## src/hw/rtl/vnorm_pkg.sv

```systemverilog
// Package for the 3D vector normalizer: widths, stage counts and the lane count.
// No dependencies.
package vnorm_pkg;
	localparam int CompW  = 16;
	localparam int SumW   = 32;
	localparam int RootW  = 16;
	localparam int QuotW  = 15;          // quotient bits before clamp
	localparam int DivNumW = 30;         // |c| * 16384 fits in 30 bits
	localparam int RootSteps = RootW;    // one root bit per stage
	localparam int DivSteps  = QuotW;    // one quotient bit per stage
	localparam logic [CompW-1:0] UnitOne = 16'd16384;
	localparam int Lanes = 3;
endpackage

```

## src/hw/rtl/vnorm_root.sv

```systemverilog
// Pipelined floor square root of the 32-bit sum of squares, one result bit per stage.
// Also forms the sum of squares up front. Uses vnorm_pkg.
module vnorm_root (
	input  logic clk,
	input  logic en,
	input  logic signed [vnorm_pkg::CompW-1:0] vec_x,
	input  logic signed [vnorm_pkg::CompW-1:0] vec_y,
	input  logic signed [vnorm_pkg::CompW-1:0] vec_z,
	output logic [vnorm_pkg::RootW-1:0] root
);
	localparam int N = vnorm_pkg::RootSteps;
	logic [vnorm_pkg::SumW-1:0] sq_x_s1, sq_y_s1, sq_z_s1;
	logic [vnorm_pkg::SumW+1:0] rem_q [N+1];
	logic [vnorm_pkg::RootW-1:0] rt_q [N+1];

	always_ff @(posedge clk) begin
		if (en) begin
			sq_x_s1 <= vnorm_pkg::SumW'(unsigned'(32'(vec_x * vec_x)));
			sq_y_s1 <= vnorm_pkg::SumW'(unsigned'(32'(vec_y * vec_y)));
			sq_z_s1 <= vnorm_pkg::SumW'(unsigned'(32'(vec_z * vec_z)));
			rem_q[0] <= 34'(sq_x_s1) + 34'(sq_y_s1) + 34'(sq_z_s1);
			rt_q[0]  <= '0;
		end
	end

	// restoring root: stage i decides bit N-1-i
	for (genvar i = 0; i < N; i++) begin : g_step
		localparam int B = N - 1 - i;
		logic [vnorm_pkg::SumW+1:0] trial;
		assign trial = ((34'(rt_q[i]) << (B + 1)) | (34'd1 << (2 * B)));
		always_ff @(posedge clk) begin
			if (en) begin
				if (rem_q[i] >= trial) begin
					rem_q[i+1] <= rem_q[i] - trial;
					rt_q[i+1]  <= rt_q[i] | (vnorm_pkg::RootW'(1) << B);
				end else begin
					rem_q[i+1] <= rem_q[i];
					rt_q[i+1]  <= rt_q[i];
				end
			end
		end
	end
	assign root = rt_q[N];
	// pipeline depth: 2 + N
endmodule

```

## config.mk

```make
export PLATFORM = sky130hd
export DESIGN_NAME = vnorm_root
export DESIGN_NICKNAME = d
export VERILOG_FILES = /design/src/hw/rtl/vnorm_pkg.sv /design/src/hw/rtl/vnorm_root.sv
export SDC_FILE = /design/constraint.sdc
export NUM_CORES = 2
export LEC_CHECK = 0
export BUFFER_PORTS_ARGS = -buffer_cell sky130_fd_sc_hd__buf_2
export CAP_MARGIN = 25
export CORE_ASPECT_RATIO = 0.7
export CORE_MARGIN = 2
export CORE_UTILIZATION = 59
export DETAILED_ROUTE_END_ITERATION = 10
export GPL_TIMING_DRIVEN = 0
export PLACE_DENSITY = 0.86
export SYNTH_ARGS = -nofsm -noshare
export SYNTH_HDL_FRONTEND = slang
export SYNTH_SLANG_ARGS = --single-unit
```

## constraint.sdc

```tcl
create_clock -name clk -period 6.9 [get_ports clk]
set_input_delay 1.035 -clock clk [delete_from_list [all_inputs] [get_ports clk]]
set_output_delay 1.035 -clock clk [all_outputs]
set_load 0.02 [all_outputs]
```

Yosys cells after proc, flatten, opt, wreduce, memory -nomap -nowiden
Memories as Yosys holds them, arrays and structs flattened. Cells that the tools add are included.

Bits of input ports: 50. Memories kept: 2. Logic and storage cells: 204. Memory bits (writable): 850. Register bits after elaboration: 96.

Memories: rem_q (depth 17, bits a word 34, rd ports 16, clocked after Yosys merged registers in 0, write ports 17, line vnorm_root.sv:13) `logic [vnorm_pkg::SumW+1:0] rem_q [N+1];`; rt_q (depth 17, bits a word 16, rd ports 17, clocked after Yosys merged registers in 0, write ports 17, line vnorm_root.sv:14) `logic [vnorm_pkg::RootW-1:0] rt_q [N+1];`.

$mul: 3. $lt $le $gt $ge: 16. Muxes and demuxes: 130. Bitwise logic cells: 32. Add/subtract/negate cells: 18.

Operators by type and width (count): $mux 34 (16); $mux 16 (16); $mux 1 (98); $mul 16x16->32 (3); $add 33x32->34 (1); $ge 34x17->1 (1); $ge 34x18->1 (1); $ge 34x19->1 (1); $ge 34x20->1 (1); $ge 34x21->1 (1); $ge 34x22->1 (1); $ge 34x23->1 (1); $ge 34x24->1 (1); $ge 34x25->1 (1); $ge 34x26->1 (1); $ge 34x27->1 (1); $ge 34x28->1 (1); $ge 34x29->1 (1); $ge 34x30->1 (1); $ge 34x31->1 (1); $ge 34x32->1 (1); $sub 34x17->34 (1); $sub 34x18->34 (1); $sub 34x19->34 (1); 15 further kinds (46).

Logic depth before layout (Yosys ltp)
An unclocked memory read counts as a cell.

Depth in word-level cells: 6. Depth in mapped cells: 26. Depth with buffers taken out: 25.

Worst setup path before layout
No wires, ideal clock.

Path kind: input to register. Start: input vec_z[15] (netlist bit). End: register sq_z_s1[30] (netlist bit), data pin. Cell stages on the path: 22. Path buffers: 2. Path slack: -0.320 ns. Data required time: 6.638 ns. Arrival time: 6.957 ns. Library setup time: 0.262 ns. Cells stage by stage: clkbuf_1 -> inv_1 -> buf_1 -> nor2_1 -> fa_1 -> fa_1 -> fa_1 -> fa_1 -> fa_1 -> inv_1 -> fa_1 -> inv_1 -> ha_1 -> a21o_1 -> a21oi_1 -> o21ai_0 -> a221oi_1 -> o21ai_0 -> a41o_1 -> nor3_1 -> o21bai_1 -> xor2_1.

Word-level cells in the longest chain between the ends: 1.

RTL lines: start, declared (line vnorm_root.sv:8) `input logic signed [vnorm_pkg::CompW-1:0] vec_z,`; $mul 16x16->32 (line vnorm_root.sv:20) `sq_z_s1 <= vnorm_pkg::SumW'(unsigned'(32'(vec_z * vec_z)));`; end signal, assigned (line vnorm_root.sv:20); end, declared (line vnorm_root.sv:12) `logic [vnorm_pkg::SumW-1:0] sq_x_s1, sq_y_s1, sq_z_s1;`.

No other way between the ends. A chain may end at the register's enable or synchronous reset.

Worst setup path after layout
Start: input vec_z[5] (netlist bit). End: register sq_z_s1[31] (netlist bit), data pin.

Same word-level chain as after synthesis.

==> qor.csv <==
metric,value,unit
maximum achievable frequency,146.6,MHz
Fin Clk Skew,0.03279,ns
initial antenna violation count,0,
unique cell type count in the Yosys netlist,84,
overall via count from detail_route,41265,
Clock Sinks,773,
Max Slew Vio Count,0,
average footprint of a synthesized cell,11.19,um2
max-cap viol count,0,
Syn. warnings,0,
Synth-to-Final Area Change,8.809,%
combinational family with the most area after synthesis,adder cells,
GRT Overall Usage,26.32,%
"Clk Latency, worst-skew pair",0.64,ns
clock-pin slew reported for the worst setup and hold paths after clock tree synthesis,0.06,ns
share of synthesized flip-flops with an asynchronous set or reset,0,%
H-tree level count,3,
hold wc startpoint,rem_q[10][2]$_DFFE_PP_,
Max clock buf depth,3,
number of CTS-inserted buffers,74,
number of endpoints failing setup at the final stage,0,
Final Hold Violating Endpoints,0,
Routed wire per std cell,19.45,um
"Min Clock Period, post-route",6.821,ns
area of the mapped netlist,62490,um2
simple-gate area share of the yosys netlist,10.18,%
endpoint type of the worst setup path,register,
"arithmetic-cell share of the synthesized area counting full adders, half adders and majority gates",32.54,%
number of top-level pins,66,
number of DRC violations after detailed-routing iteration 0,4281,
"Primary FF master, synth",edfxtp_1,
multiplexer area fraction after synthesis,0.2703,%
worst-path maximum fanout,10,
worst hold slack across all endpoints,0.4358,ns
IO Port Bufs,61,
startpoint of the most critical setup path,vec_z[5],
initial core utilization,59.78,%
Die ar.,108600,um2
total number of placement rows,99,
via count of the first global-routing pass,43075,
remaining routing DRC violations,0,
type of the setup path with the least slack,in2reg,
critical path arrival,7.19,ns
"synthesized-area fraction occupied by ao, oa, aoi and oai cells",6.909,%
Antenna diodes,0,
final RePlAce weighted congestion,0.9728,
core outline area,104500,um2
number of enable flip-flop cells after synthesis,773,
Final #Nets,6983,
synthesized instance count,5585,
relative max-transition margin,16.46,%
path type of the worst min-delay path,reg2reg,
number of optimization iterations in the first detailed-route pass,8,
most common library cell in the layout ignoring fill and taps,inv_1,
sequential-to-total area share from yosys stat,37.14,%
largest net degree at the start of global routing,73,
reg-to-reg critical path startpoint,rt_q[11][5]$_SDFFCE_PN1P_,
pin slew with the least headroom to its limit,1.242,ns
hpwl dp,111.2,mm
hold buffer count at CTS,0,
height of the die,276.3,um
kind of start point of the critical path,primary input,
run status,"finished, final reports clean",
total of flip-flops plus latches after synthesis,773,
most frequent cells in the layout,"inv_1, edfxtp_1, fa_1",
endpoint required time on the critical path,7.27,ns
TritonCTS clock tree,done,
detailed-route vias per instance,5.715,
residual antenna-violating net count after detailed routing,0,
layout cells sized above 1,7.027,%
synthesized-area fraction occupied by xor and xnor cells,5.298,%
post-route clock period utilization,98.86,%
sum of routed wire length over all layers,140.4,mm
global-route wire length before repair,226.1,mm
die boundary width,393.0,um
total gr overflow,0,
root buffer cell,clkbuf_16,
synthesized netlist by cell type (all sizes together), types with 9 or more instances:
master,instances,area (um2)
nand4b,9,85.08
or4,18,138.9
a31o,17,148.9
a21oi,170,850.8
fa,734,14690
nor2b,37,231.5
inv,1149,4313
a31oi,19,118.9
or2,25,158.9
or3,26,172.7
xor2,149,1305
o21bai,32,240.2
o21ai,182,910.9
buf,13,63.81
nor4,76,481.7
nor4b,12,105.1
and2,124,775.7
xnor2,229,2006
nor2,233,877.1
nand3,57,285.3
nand2,423,1590
clkbuf,107,401.6
nand2b,67,421.7
edfxtp,773,23210
nor3,104,525.5
mux2i,9,90.09
nand4,32,200.2
o21a,57,427.9
and3,15,93.84
a21o,101,758.2
o31ai,19,142.6
ha,451,5643
registers in the layout, summed over array words and instances, names as in the netlist:
register and cells:
sq_z_s1 31, sq_y_s1 31, rt_q 136, sq_x_s1 31, rem_q 544
timing repair:
| action | CTS | global route |
|---|---|---|
| buffers inserted | 4 | 17 |
| setup endpoints to repair | 27 | 19 |
| pin swaps | 5 | 29 |
| gates resized for setup | 59 | 166 |
worst max-delay path: stages:
cell,delay (ns)
clkbuf_2,0.24
clkbuf_4,0.33
nand2_1,0.10
fa_1,0.55
fa_1,0.46
fa_1,0.53
inv_1,0.06
fa_1,0.49
fa_1,0.49
inv_1,0.05
fa_1,0.54
inv_1,0.06
ha_1,0.35
and3_1,0.24
a221oi_2,0.39
o31ai_2,0.11
a21oi_2,0.23
o221ai_4,0.17
o221ai_2,0.22
nand2b_4,0.18
nand2_1,0.06
a31oi_1,0.20
xnor2_1,0.09
path summary, 6_finish.rpt:
check                                 end  slack (ns)  depth (start not counted)
setup / recovery    sq_z_s1[31]$_DFFE_PP_        0.08                         23
hold / removal     rem_q[11][2]$_DFFE_PP_        0.44                          0
setup reg to reg  rem_q[12][15]$_DFFE_PP_        2.50                         14
hold reg to reg    rem_q[11][2]$_DFFE_PP_        0.44                          0
layer usage:
metal | GRT usage, % | vias to the layer above | share of wire [%]
li1 | - | 18630 | -
met1 | 37.41 | 20517 | 42
met2 | 41.63 | 1892 | 47
met3 | 5.311 | 226 | 9.3
met4 | 6.897 | 0 | 2.5
met5 | 0 | - | 0
final cells by class:
class	instances	area (um2)
fill	7482	36550
multi-input combinational	3545	34880
sequential	773	23210
inverter	1149	4328
clock buffer	90	1954
tap	1414	1769
timing repair buffer	96	770.7
buffer	109	718.2
clock inverter	44	366.6
cell families after synthesis:
| logic type | count (synthesis) |
|---|---|
| muxes | 16 |
| other | 1 |
| buffers and inverters | 1269 |
| xor gates and xnor gates | 378 |
| AOI/OAI and AO/OA | 679 |
| and+or+nand+nor | 1284 |
| DFF | 773 |
| adders and majority gates | 1185 |
per-stage QoR:
| stage | std cells | instance area (um2) | TNS, ns | util, % | setup slack [ns] |
|---|---|---|---|---|---|
| after CTS | 7204 | 67460 | 0 | 64.53 | 0.01150 |
| after detailed placement | 7074 | 64990 | -31.98 | 62.16 | -1.364 |
| after global routing | 7220 | 68000 | -0.1125 | 65.04 | -0.03584 |
| after global placement | 7062 | 64720 | -27.57 | 61.90 | -1.298 |
| final | 7220 | 68000 | 0 | 65.04 | 0.07862 |
| after floorplan | 5587 | 62640 | 0 | - | 0.002256 |
Power is not shown: default switching activity piles up to over one toggle a cycle in this logic, so the estimate is an artifact.
