$ cat src/hw/rtl/vnorm_pkg.sv
// Package for the 3D vector normalizer: widths, stage counts and the lane count.
// No dependencies.
package vnorm_pkg;
	localparam int CompW  = 16;
	localparam int SumW   = 32;
	localparam int RootW  = 16;
	localparam int QuotW  = 15;          // quotient bits before clamp
	localparam int DivNumW = 30;         // |c| * 16384 fits in 30 bits
	localparam int RootSteps = RootW;    // one root bit per stage
	localparam int DivSteps  = QuotW;    // one quotient bit per stage
	localparam logic [CompW-1:0] UnitOne = 16'd16384;
	localparam int Lanes = 3;
endpackage

$ cat src/hw/rtl/vnorm_lane.sv
// One divide lane: |c| * 16384 / len, restoring, one quotient bit per stage, clamp and sign.
// Uses vnorm_pkg.
module vnorm_lane (
	input  logic clk,
	input  logic en,
	input  logic signed [vnorm_pkg::CompW-1:0] comp,
	input  logic [vnorm_pkg::RootW-1:0] divisor,
	output logic [vnorm_pkg::CompW-1:0] unit
);
	localparam int N = vnorm_pkg::DivSteps;
	localparam int W = vnorm_pkg::QuotW;
	logic [W-1:0] num_q [N+1];
	logic [vnorm_pkg::RootW-1:0] rem_q [N+1];
	logic [vnorm_pkg::RootW-1:0] dv_q [N+1];
	logic [W-1:0] qb_q [N+1];
	logic neg_q [N+1];
	logic [vnorm_pkg::CompW-1:0] mag;
	logic [vnorm_pkg::DivNumW-1:0] num;
	logic [vnorm_pkg::CompW-1:0] q;

	assign mag = comp[vnorm_pkg::CompW-1] ? vnorm_pkg::CompW'(-comp) : comp;
	assign num = {mag, 14'd0};

	// mag <= len, so the top W numerator bits are already below the divisor
	always_ff @(posedge clk) begin
		if (en) begin
			num_q[0] <= num[W-1:0];
			rem_q[0] <= vnorm_pkg::RootW'(num[vnorm_pkg::DivNumW-1:W]);
			dv_q[0]  <= (divisor == '0) ? vnorm_pkg::RootW'(1) : divisor;
			qb_q[0]  <= '0;
			neg_q[0] <= comp[vnorm_pkg::CompW-1];
		end
	end

	// stage i shifts in one numerator bit and decides one quotient bit
	for (genvar i = 0; i < N; i++) begin : g_step
		logic [vnorm_pkg::RootW:0] r2;
		assign r2 = {rem_q[i], num_q[i][W-1]};
		always_ff @(posedge clk) begin
			if (en) begin
				dv_q[i+1]  <= dv_q[i];
				neg_q[i+1] <= neg_q[i];
				num_q[i+1] <= {num_q[i][W-2:0], 1'b0};
				if (r2 >= {1'b0, dv_q[i]}) begin
					rem_q[i+1] <= vnorm_pkg::RootW'(r2 - {1'b0, dv_q[i]});
					qb_q[i+1]  <= {qb_q[i][W-2:0], 1'b1};
				end else begin
					rem_q[i+1] <= vnorm_pkg::RootW'(r2);
					qb_q[i+1]  <= {qb_q[i][W-2:0], 1'b0};
				end
			end
		end
	end

	assign q = (vnorm_pkg::CompW'(qb_q[N]) > vnorm_pkg::UnitOne) ? vnorm_pkg::UnitOne
		: vnorm_pkg::CompW'(qb_q[N]);
	assign unit = neg_q[N] ? vnorm_pkg::CompW'(-q) : q;
endmodule

$ cat config.mk
export PLATFORM = sky130hd
export DESIGN_NAME = vnorm_lane
export DESIGN_NICKNAME = d
export VERILOG_FILES = /design/src/hw/rtl/vnorm_pkg.sv /design/src/hw/rtl/vnorm_lane.sv
export SDC_FILE = /design/constraint.sdc
export NUM_CORES = 1
export LEC_CHECK = 0
export BUFFER_PORTS_ARGS = -buffer_cell sky130_fd_sc_hd__buf_2
export CAP_MARGIN = 20
export CORE_MARGIN = 5
export CORE_UTILIZATION = 40
export CTS_CLUSTER_DIAMETER = 80
export DETAILED_ROUTE_END_ITERATION = 7
export MAX_ROUTING_LAYER = met4
export PLACE_DENSITY_LB_ADDON = 0.2
export SKIP_LAST_GASP = 1
export SYNTH_ARGS = -nofsm -noshare
export SYNTH_HDL_FRONTEND = slang
export SYNTH_SLANG_ARGS = --single-unit
$ cat constraint.sdc
create_clock -name clk -period 6.1 [get_ports clk]
set_input_delay 0 -clock clk [delete_from_list [all_inputs] [get_ports clk]]
set_output_delay 0 -clock clk [all_outputs]
set_load 0.1 [all_outputs]
-- Word level (Yosys, flattened, before mapping)
Memory sizes are Yosys's and may differ from the RTL's.
Index checks and enable logic that the tools add are counted.
W data, S select, Z words.
- muxes and demuxes: 126
- order comparisons: 16
- add/subtract/negate cells: 17
- bitwise gates (word level): 30
- reduce and logical (&&, ||, !) cells: 1
- operators with widths (operator ; number):
    $mux W16 ; 18
    $ge A17 B16 Y1 ; 15
    $mux W15 ; 16
    $sub A16 B16 Y16 ; 15
    $mux W1 ; 92
    $or A1 B1 Y1 ; 30
    $logic_not A16 Y1 ; 1
    $neg A15 Y16 ; 1
    $neg A16 Y16 ; 1
    $gt A15 B15 Y1 const B ; 1
- RAM bits: 992
- memories kept: 5
- bits in registers: 0
- word-level logic and storage cells: 195
- memory list (memory ; depth ; width ; rd ports ; clocked after Yosys merged registers in ; wr ports ; line ; source):
    dv_q ; 16 ; 16 ; 15 ; 0 ; 16 ; vnorm_lane.sv:14 ; logic [vnorm_pkg::RootW-1:0] dv_q [N+1];
    rem_q ; 16 ; 16 ; 15 ; 0 ; 16 ; vnorm_lane.sv:13 ; logic [vnorm_pkg::RootW-1:0] rem_q [N+1];
    qb_q ; 16 ; 15 ; 16 ; 0 ; 16 ; vnorm_lane.sv:15 ; logic [W-1:0] qb_q [N+1];
    num_q ; 16 ; 14 ; 15 ; 0 ; 16 ; vnorm_lane.sv:12 ; logic [W-1:0] num_q [N+1];
    neg_q ; 16 ; 1 ; 16 ; 0 ; 16 ; vnorm_lane.sv:16 ; logic neg_q [N+1];

-- Longest topological paths before layout
An unclocked memory read counts as a cell.
- depth in word-level cells: 6
- gate-level depth with buffers: 12
- depth with buffers taken out: 11

-- Least setup slack after synthesis
Ideal clock, no wire load.
- kind: reg-to-output
- start point: memory qb_q[1][113] (netlist name)
- end point: output port unit[10] (netlist name)
- slack: 1677 ps
- data required time: 6100 ps
- arrival time: 4423 ps
- cell stages (with the launch flop): 9
- path through: edfxtp_1 -> or4_1 -> or4_1 -> nand2_1 -> nand2_1 -> ha_1 -> nand2_1 -> nand2_1 -> o21ai_0
- RTL lines (element ; line ; source):
    start, declared ; vnorm_lane.sv:15 ;
    end, declared ; vnorm_lane.sv:8 ; output logic [vnorm_pkg::CompW-1:0] unit

==> run_summary.xml <==
<?xml version="1.0" encoding="UTF-8"?>
<metrics>
  <group name="sta">
    <metric name="fmaxAchievable" unit="MHz">252</metric>
    <metric name="grt_setup_unrepaired" unit="">false</metric>
    <metric name="layout_worst_path_cycle_share" unit="%">65.2</metric>
    <metric name="max_slew.worst_pin.slew" unit="ns">0.946</metric>
    <metric name="timing_hold_violations_final" unit="">0</metric>
    <metric name="report.final.slew_viol_count" unit="">0</metric>
    <metric name="max-slew-margin-rel" unit="%">36.9</metric>
    <metric name="setup_tns" unit="ns">0</metric>
    <metric name="min_period" unit="ns">3.97</metric>
    <metric name="final-setup-viol-count" unit="">0</metric>
    <metric name="fin_skew" unit="ns">0.0201</metric>
  </group>
  <group name="drt">
    <metric name="drt-vias-per-instance" unit="">5.22</metric>
    <metric name="ant_nets" unit="">0</metric>
    <metric name="drt_iter0_markers" unit="">1350</metric>
    <metric name="wire_per_inst" unit="µm">17.4</metric>
    <metric name="firstDrtPassIters" unit="">5</metric>
    <metric name="drt_wl_total" unit="mm">71.7</metric>
    <metric name="vias" unit="">21500</metric>
    <metric name="drcViolationCount" unit="">0</metric>
  </group>
  <group name="grt">
    <metric name="grt_util_all_layers" unit="%">16.1</metric>
    <metric name="groute.layer.met2.usage" unit="%">27.7</metric>
    <metric name="grt_first_pass_wirelength" unit="mm">115</metric>
    <metric name="number_of_antenna_violations_at_the_first_check_in_global_routing" unit="">0</metric>
    <metric name="globalRoute.busiestLayer" unit="">met2</metric>
    <metric name="global_route.overflow_total" unit="">0</metric>
    <metric name="number_of_global_route_vias_before_repair" unit="">21600</metric>
    <metric name="grt_start_max_net_pins" unit="">144</metric>
    <metric name="grt.met3_usage" unit="%">2.48</metric>
    <metric name="grt_use_met1" unit="%">19.7</metric>
  </group>
  <group name="floorplanning">
    <metric name="fp.dieW" unit="µm">301</metric>
    <metric name="io_pins" unit="">50</metric>
    <metric name="initial_utilization" unit="%">40.4</metric>
    <metric name="die_area" unit="mm²">0.0905</metric>
    <metric name="die_height" unit="µm">301</metric>
    <metric name="core_region_area" unit="mm²">0.0838</metric>
    <metric name="placement_rows" unit="">106</metric>
  </group>
  <group name="logic_synthesis">
    <metric name="synth_top_area_share" unit="%">54.6</metric>
    <metric name="synthCells" unit="">2820</metric>
    <metric name="ys_seq_area_share" unit="%">54.7</metric>
    <metric name="postSynth.topFlopCell" unit="">sky130_fd_sc_hd__edfxtp_1</metric>
    <metric name="multiplexer_share_of_the_synthesized_area" unit="%">6.77</metric>
    <metric name="synth_async_sr_flop_share" unit="%">0</metric>
    <metric name="post_syn_nets" unit="">3109</metric>
    <metric name="yosys-top-cells-count" unit="">615 x sky130_fd_sc_hd__edfxtp_1, 317 x sky130_fd_sc_hd__inv_1, 241 x sky130_fd_sc_hd__ha_1, 179 x sky130_fd_sc_hd__nor2_1, 173 x sky130_fd_sc_hd__mux2_2</metric>
    <metric name="synthXorXnorAreaFrac" unit="%">4.53</metric>
    <metric name="synth.avg_cell_area" unit="µm²">12.0</metric>
    <metric name="yosys.area_share.simple" unit="%">7.92</metric>
    <metric name="synth_area_leaders" unit="">sky130_fd_sc_hd__edfxtp_1 55%, sky130_fd_sc_hd__ha_1 8.9%, sky130_fd_sc_hd__mux2_2 5.8%, sky130_fd_sc_hd__inv_1 3.5%, sky130_fd_sc_hd__xnor2_1 3.4%</metric>
    <metric name="synthesis.area" unit="mm²">0.0338</metric>
    <metric name="synth-edff-count" unit="">615</metric>
    <metric name="synth-seq-cells" unit="">616</metric>
    <metric name="post-synth-top-count-cell" unit="">sky130_fd_sc_hd__edfxtp_1</metric>
    <metric name="synth_compound_gate_area_share" unit="%">11.9</metric>
    <metric name="synthDistinctLibCells" unit="">70</metric>
    <metric name="syn_warnings" unit="">0</metric>
    <metric name="synth_adder_area_share" unit="%">9.74</metric>
    <metric name="synth_top_family_by_area" unit="">compound AO/OA/AOI/OAI gates</metric>
    <metric name="post-synth-top-area-cell" unit="">sky130_fd_sc_hd__edfxtp_1</metric>
  </group>
  <group name="power">
    <metric name="power.leakage" unit="nW">15.1</metric>
    <metric name="power.ir.vdd_worst" unit="mV">0.214</metric>
    <metric name="p_per_area" unit="mW/mm²">463</metric>
  </group>
  <group name="clocking">
    <metric name="cts.repair_timing.setup_buffer_count" unit="">0</metric>
    <metric name="clk_root_buffer_cell" unit="">sky130_fd_sc_hd__clkbuf_16</metric>
    <metric name="clock_tree_from_tritoncts" unit="">yes</metric>
    <metric name="insertion_delay" unit="ns">0.60</metric>
    <metric name="cts.reportedPaths.clkPinSlew" unit="ns">0.05</metric>
    <metric name="clkSinkCount" unit="">616</metric>
    <metric name="cts-htree-levels" unit="">3</metric>
    <metric name="cts_max_path_buffers" unit="">3</metric>
    <metric name="cts-buffers-inserted" unit="">72</metric>
  </group>
  <group name="min_path">
    <metric name="hold_path_startpoint" unit="">divisor[7]</metric>
    <metric name="hold-path-cell-count" unit="">2</metric>
    <metric name="worstHoldEndpoint" unit="">dv_q[0][7]</metric>
    <metric name="worst_hold_class" unit="">input port to flip-flop</metric>
  </group>
  <group name="placed_design">
    <metric name="detailed_place.area" unit="mm²">0.0353</metric>
    <metric name="placement.io_buffers" unit="">49</metric>
    <metric name="hpwl" unit="mm">52.6</metric>
    <metric name="place.gp.congestion" unit="">0.889</metric>
  </group>
  <group name="worst_setup_path">
    <metric name="data_arrival_time_at_the_worst_slack_endpoint" unit="ns">3.97</metric>
    <metric name="path_max_fanout" unit="">8</metric>
    <metric name="timing.reg2reg.setup_slack" unit="ns">2.39</metric>
    <metric name="cp-end-kind" unit="">output port</metric>
    <metric name="reg2regPathDepth" unit="">8</metric>
    <metric name="required" unit="ns">6.10</metric>
    <metric name="r2r-start" unit="">rem_q[1][80]</metric>
    <metric name="worst_path_class_setup" unit="">flip-flop to output port</metric>
    <metric name="crit-reg2reg-capture" unit="">rem_q[1][100]</metric>
    <metric name="critPathLaunchType" unit="">flip-flop</metric>
  </group>
  <group name="cells_and_area">
    <metric name="fraction_of_final_layout_cells_sized_beyond_drive_strength_1" unit="%">12.2</metric>
    <metric name="syn2layout_area_growth" unit="%">12.5</metric>
    <metric name="antenna_cells" unit="">0</metric>
    <metric name="final_net_count" unit="">3215</metric>
    <metric name="postLayoutCellArea" unit="mm²">0.0381</metric>
  </group>
  <group name="job">
    <metric name="maxCapViolCount" unit="">0</metric>
  </group>
  <group name="run_status">
    <metric name="run_status" unit="">finished clean</metric>
  </group>
</metrics>
==> cells in the final DEF, fill, tap and decap left out, types with 59 or more instances in the layout <==
cell	n
sky130_fd_sc_hd__mux2_2	173
sky130_fd_sc_hd__clkbuf_16	73
sky130_fd_sc_hd__ha_1	241
sky130_fd_sc_hd__o21ai_0	133
sky130_fd_sc_hd__xnor2_1	131
sky130_fd_sc_hd__edfxtp_1	615
sky130_fd_sc_hd__nor2_1	179
sky130_fd_sc_hd__a21oi_1	167
sky130_fd_sc_hd__inv_1	317
sky130_fd_sc_hd__nand2_1	107
sky130_fd_sc_hd__o21a_1	59
==> routing by layer <==
metal | vias to the layer above | routed length, µm
li1 | 10600 | -
met1 | 10300 | 31200
met2 | 418 | 35900
met3 | 146 | 2480
met4 | 0 | 2120
met5 | - | 0
==> registers in the layout (all words and copies together) (netlist names) <==
name and count:
qb_q 120, num_q 1, rem_q 239, dv_q 240
neg_q 16
==> kinds of logic (layout without fill, tap and decap cells) <==
group,after synthesis,in the layout
AOI/OAI and AO/OA,627,627
DFF,616,616
and+or+nand+nor,552,552
buffers and inverters,392,550
adders and majority gates,255,255
muxes,203,203
xor gates and xnor gates,175,175
==> worst max-delay path: stages, from the launching register on <==
cell and delay [ns]:
sky130_fd_sc_hd__edfxtp_1 0.46, sky130_fd_sc_hd__or4_1 0.63, sky130_fd_sc_hd__or4_1 0.57, sky130_fd_sc_hd__nand2_1 0.26, sky130_fd_sc_hd__nand2_1 0.12, sky130_fd_sc_hd__ha_1 0.28
sky130_fd_sc_hd__nor2b_1 0.24, sky130_fd_sc_hd__nor2_1 0.07, sky130_fd_sc_hd__a41oi_1 0.17, sky130_fd_sc_hd__o31a_1 0.15, sky130_fd_sc_hd__buf_2 0.42
==> layout make-up <==
class,instances,area [µm²]
clock buffers,83,1860
clock inverters,43,420
fillers,7694,45800
inverters,317,1190
multi-input cells,1812,13800
flip-flops and latches,616,18500
well taps,1134,1420
repair buffers,107,841
==> worst max path at each step <==
stage | startpoint | depth (start not counted) | endpoint | slack (ns)
after CTS | qb_q[1][114] | 10 | unit[4] | 2.08
after floorplan | qb_q[1][113] | 8 | unit[10] | 1.68
after detailed placement | dv_q[1][81] | 9 | rem_q[1][108] | 2.37
final | qb_q[1][113] | 10 | unit[4] | 2.13
after global placement | dv_q[1][65] | 9 | rem_q[1][83] | 2.49
after global routing | qb_q[1][114] | 10 | unit[4] | 1.88
==> what timing repair did <==
item,in CTS,in global routing
gates resized for setup,0,0
hold buffers,45,0
endpoints found under the setup margin,0,0
hold endpoints to repair,105,0
==> per-stage QoR <==
step / std cells / setup slack [ns] / total power [mW] / hold WS (ns) / util [%]
detailed placement: 3940 / 2.37 / 13.5 / 0.197 / 42.1
global placement: 3940 / 2.49 / 13.3 / 0.195 / 42.1
CTS: 4111 / 2.08 / 17.8 / 0.0828 / 45.4
floorplan: 2820 / 1.68 / 11.9 / 0.0989 / -
finish: 4112 / 2.13 / 17.6 / 0.125 / 45.4
global route: 4112 / 1.88 / 18.8 / 0.116 / 45.4
==> power by group <==
group / leakage, nW / internal (mW) / switching [mW]
Sequential: 5.99 / 5.98 / 0.561
Combinational: 7.97 / 3.29 / 3.62
Clock: 1.12 / 2.45 / 1.72
Power figures use the tool's default switching activity.
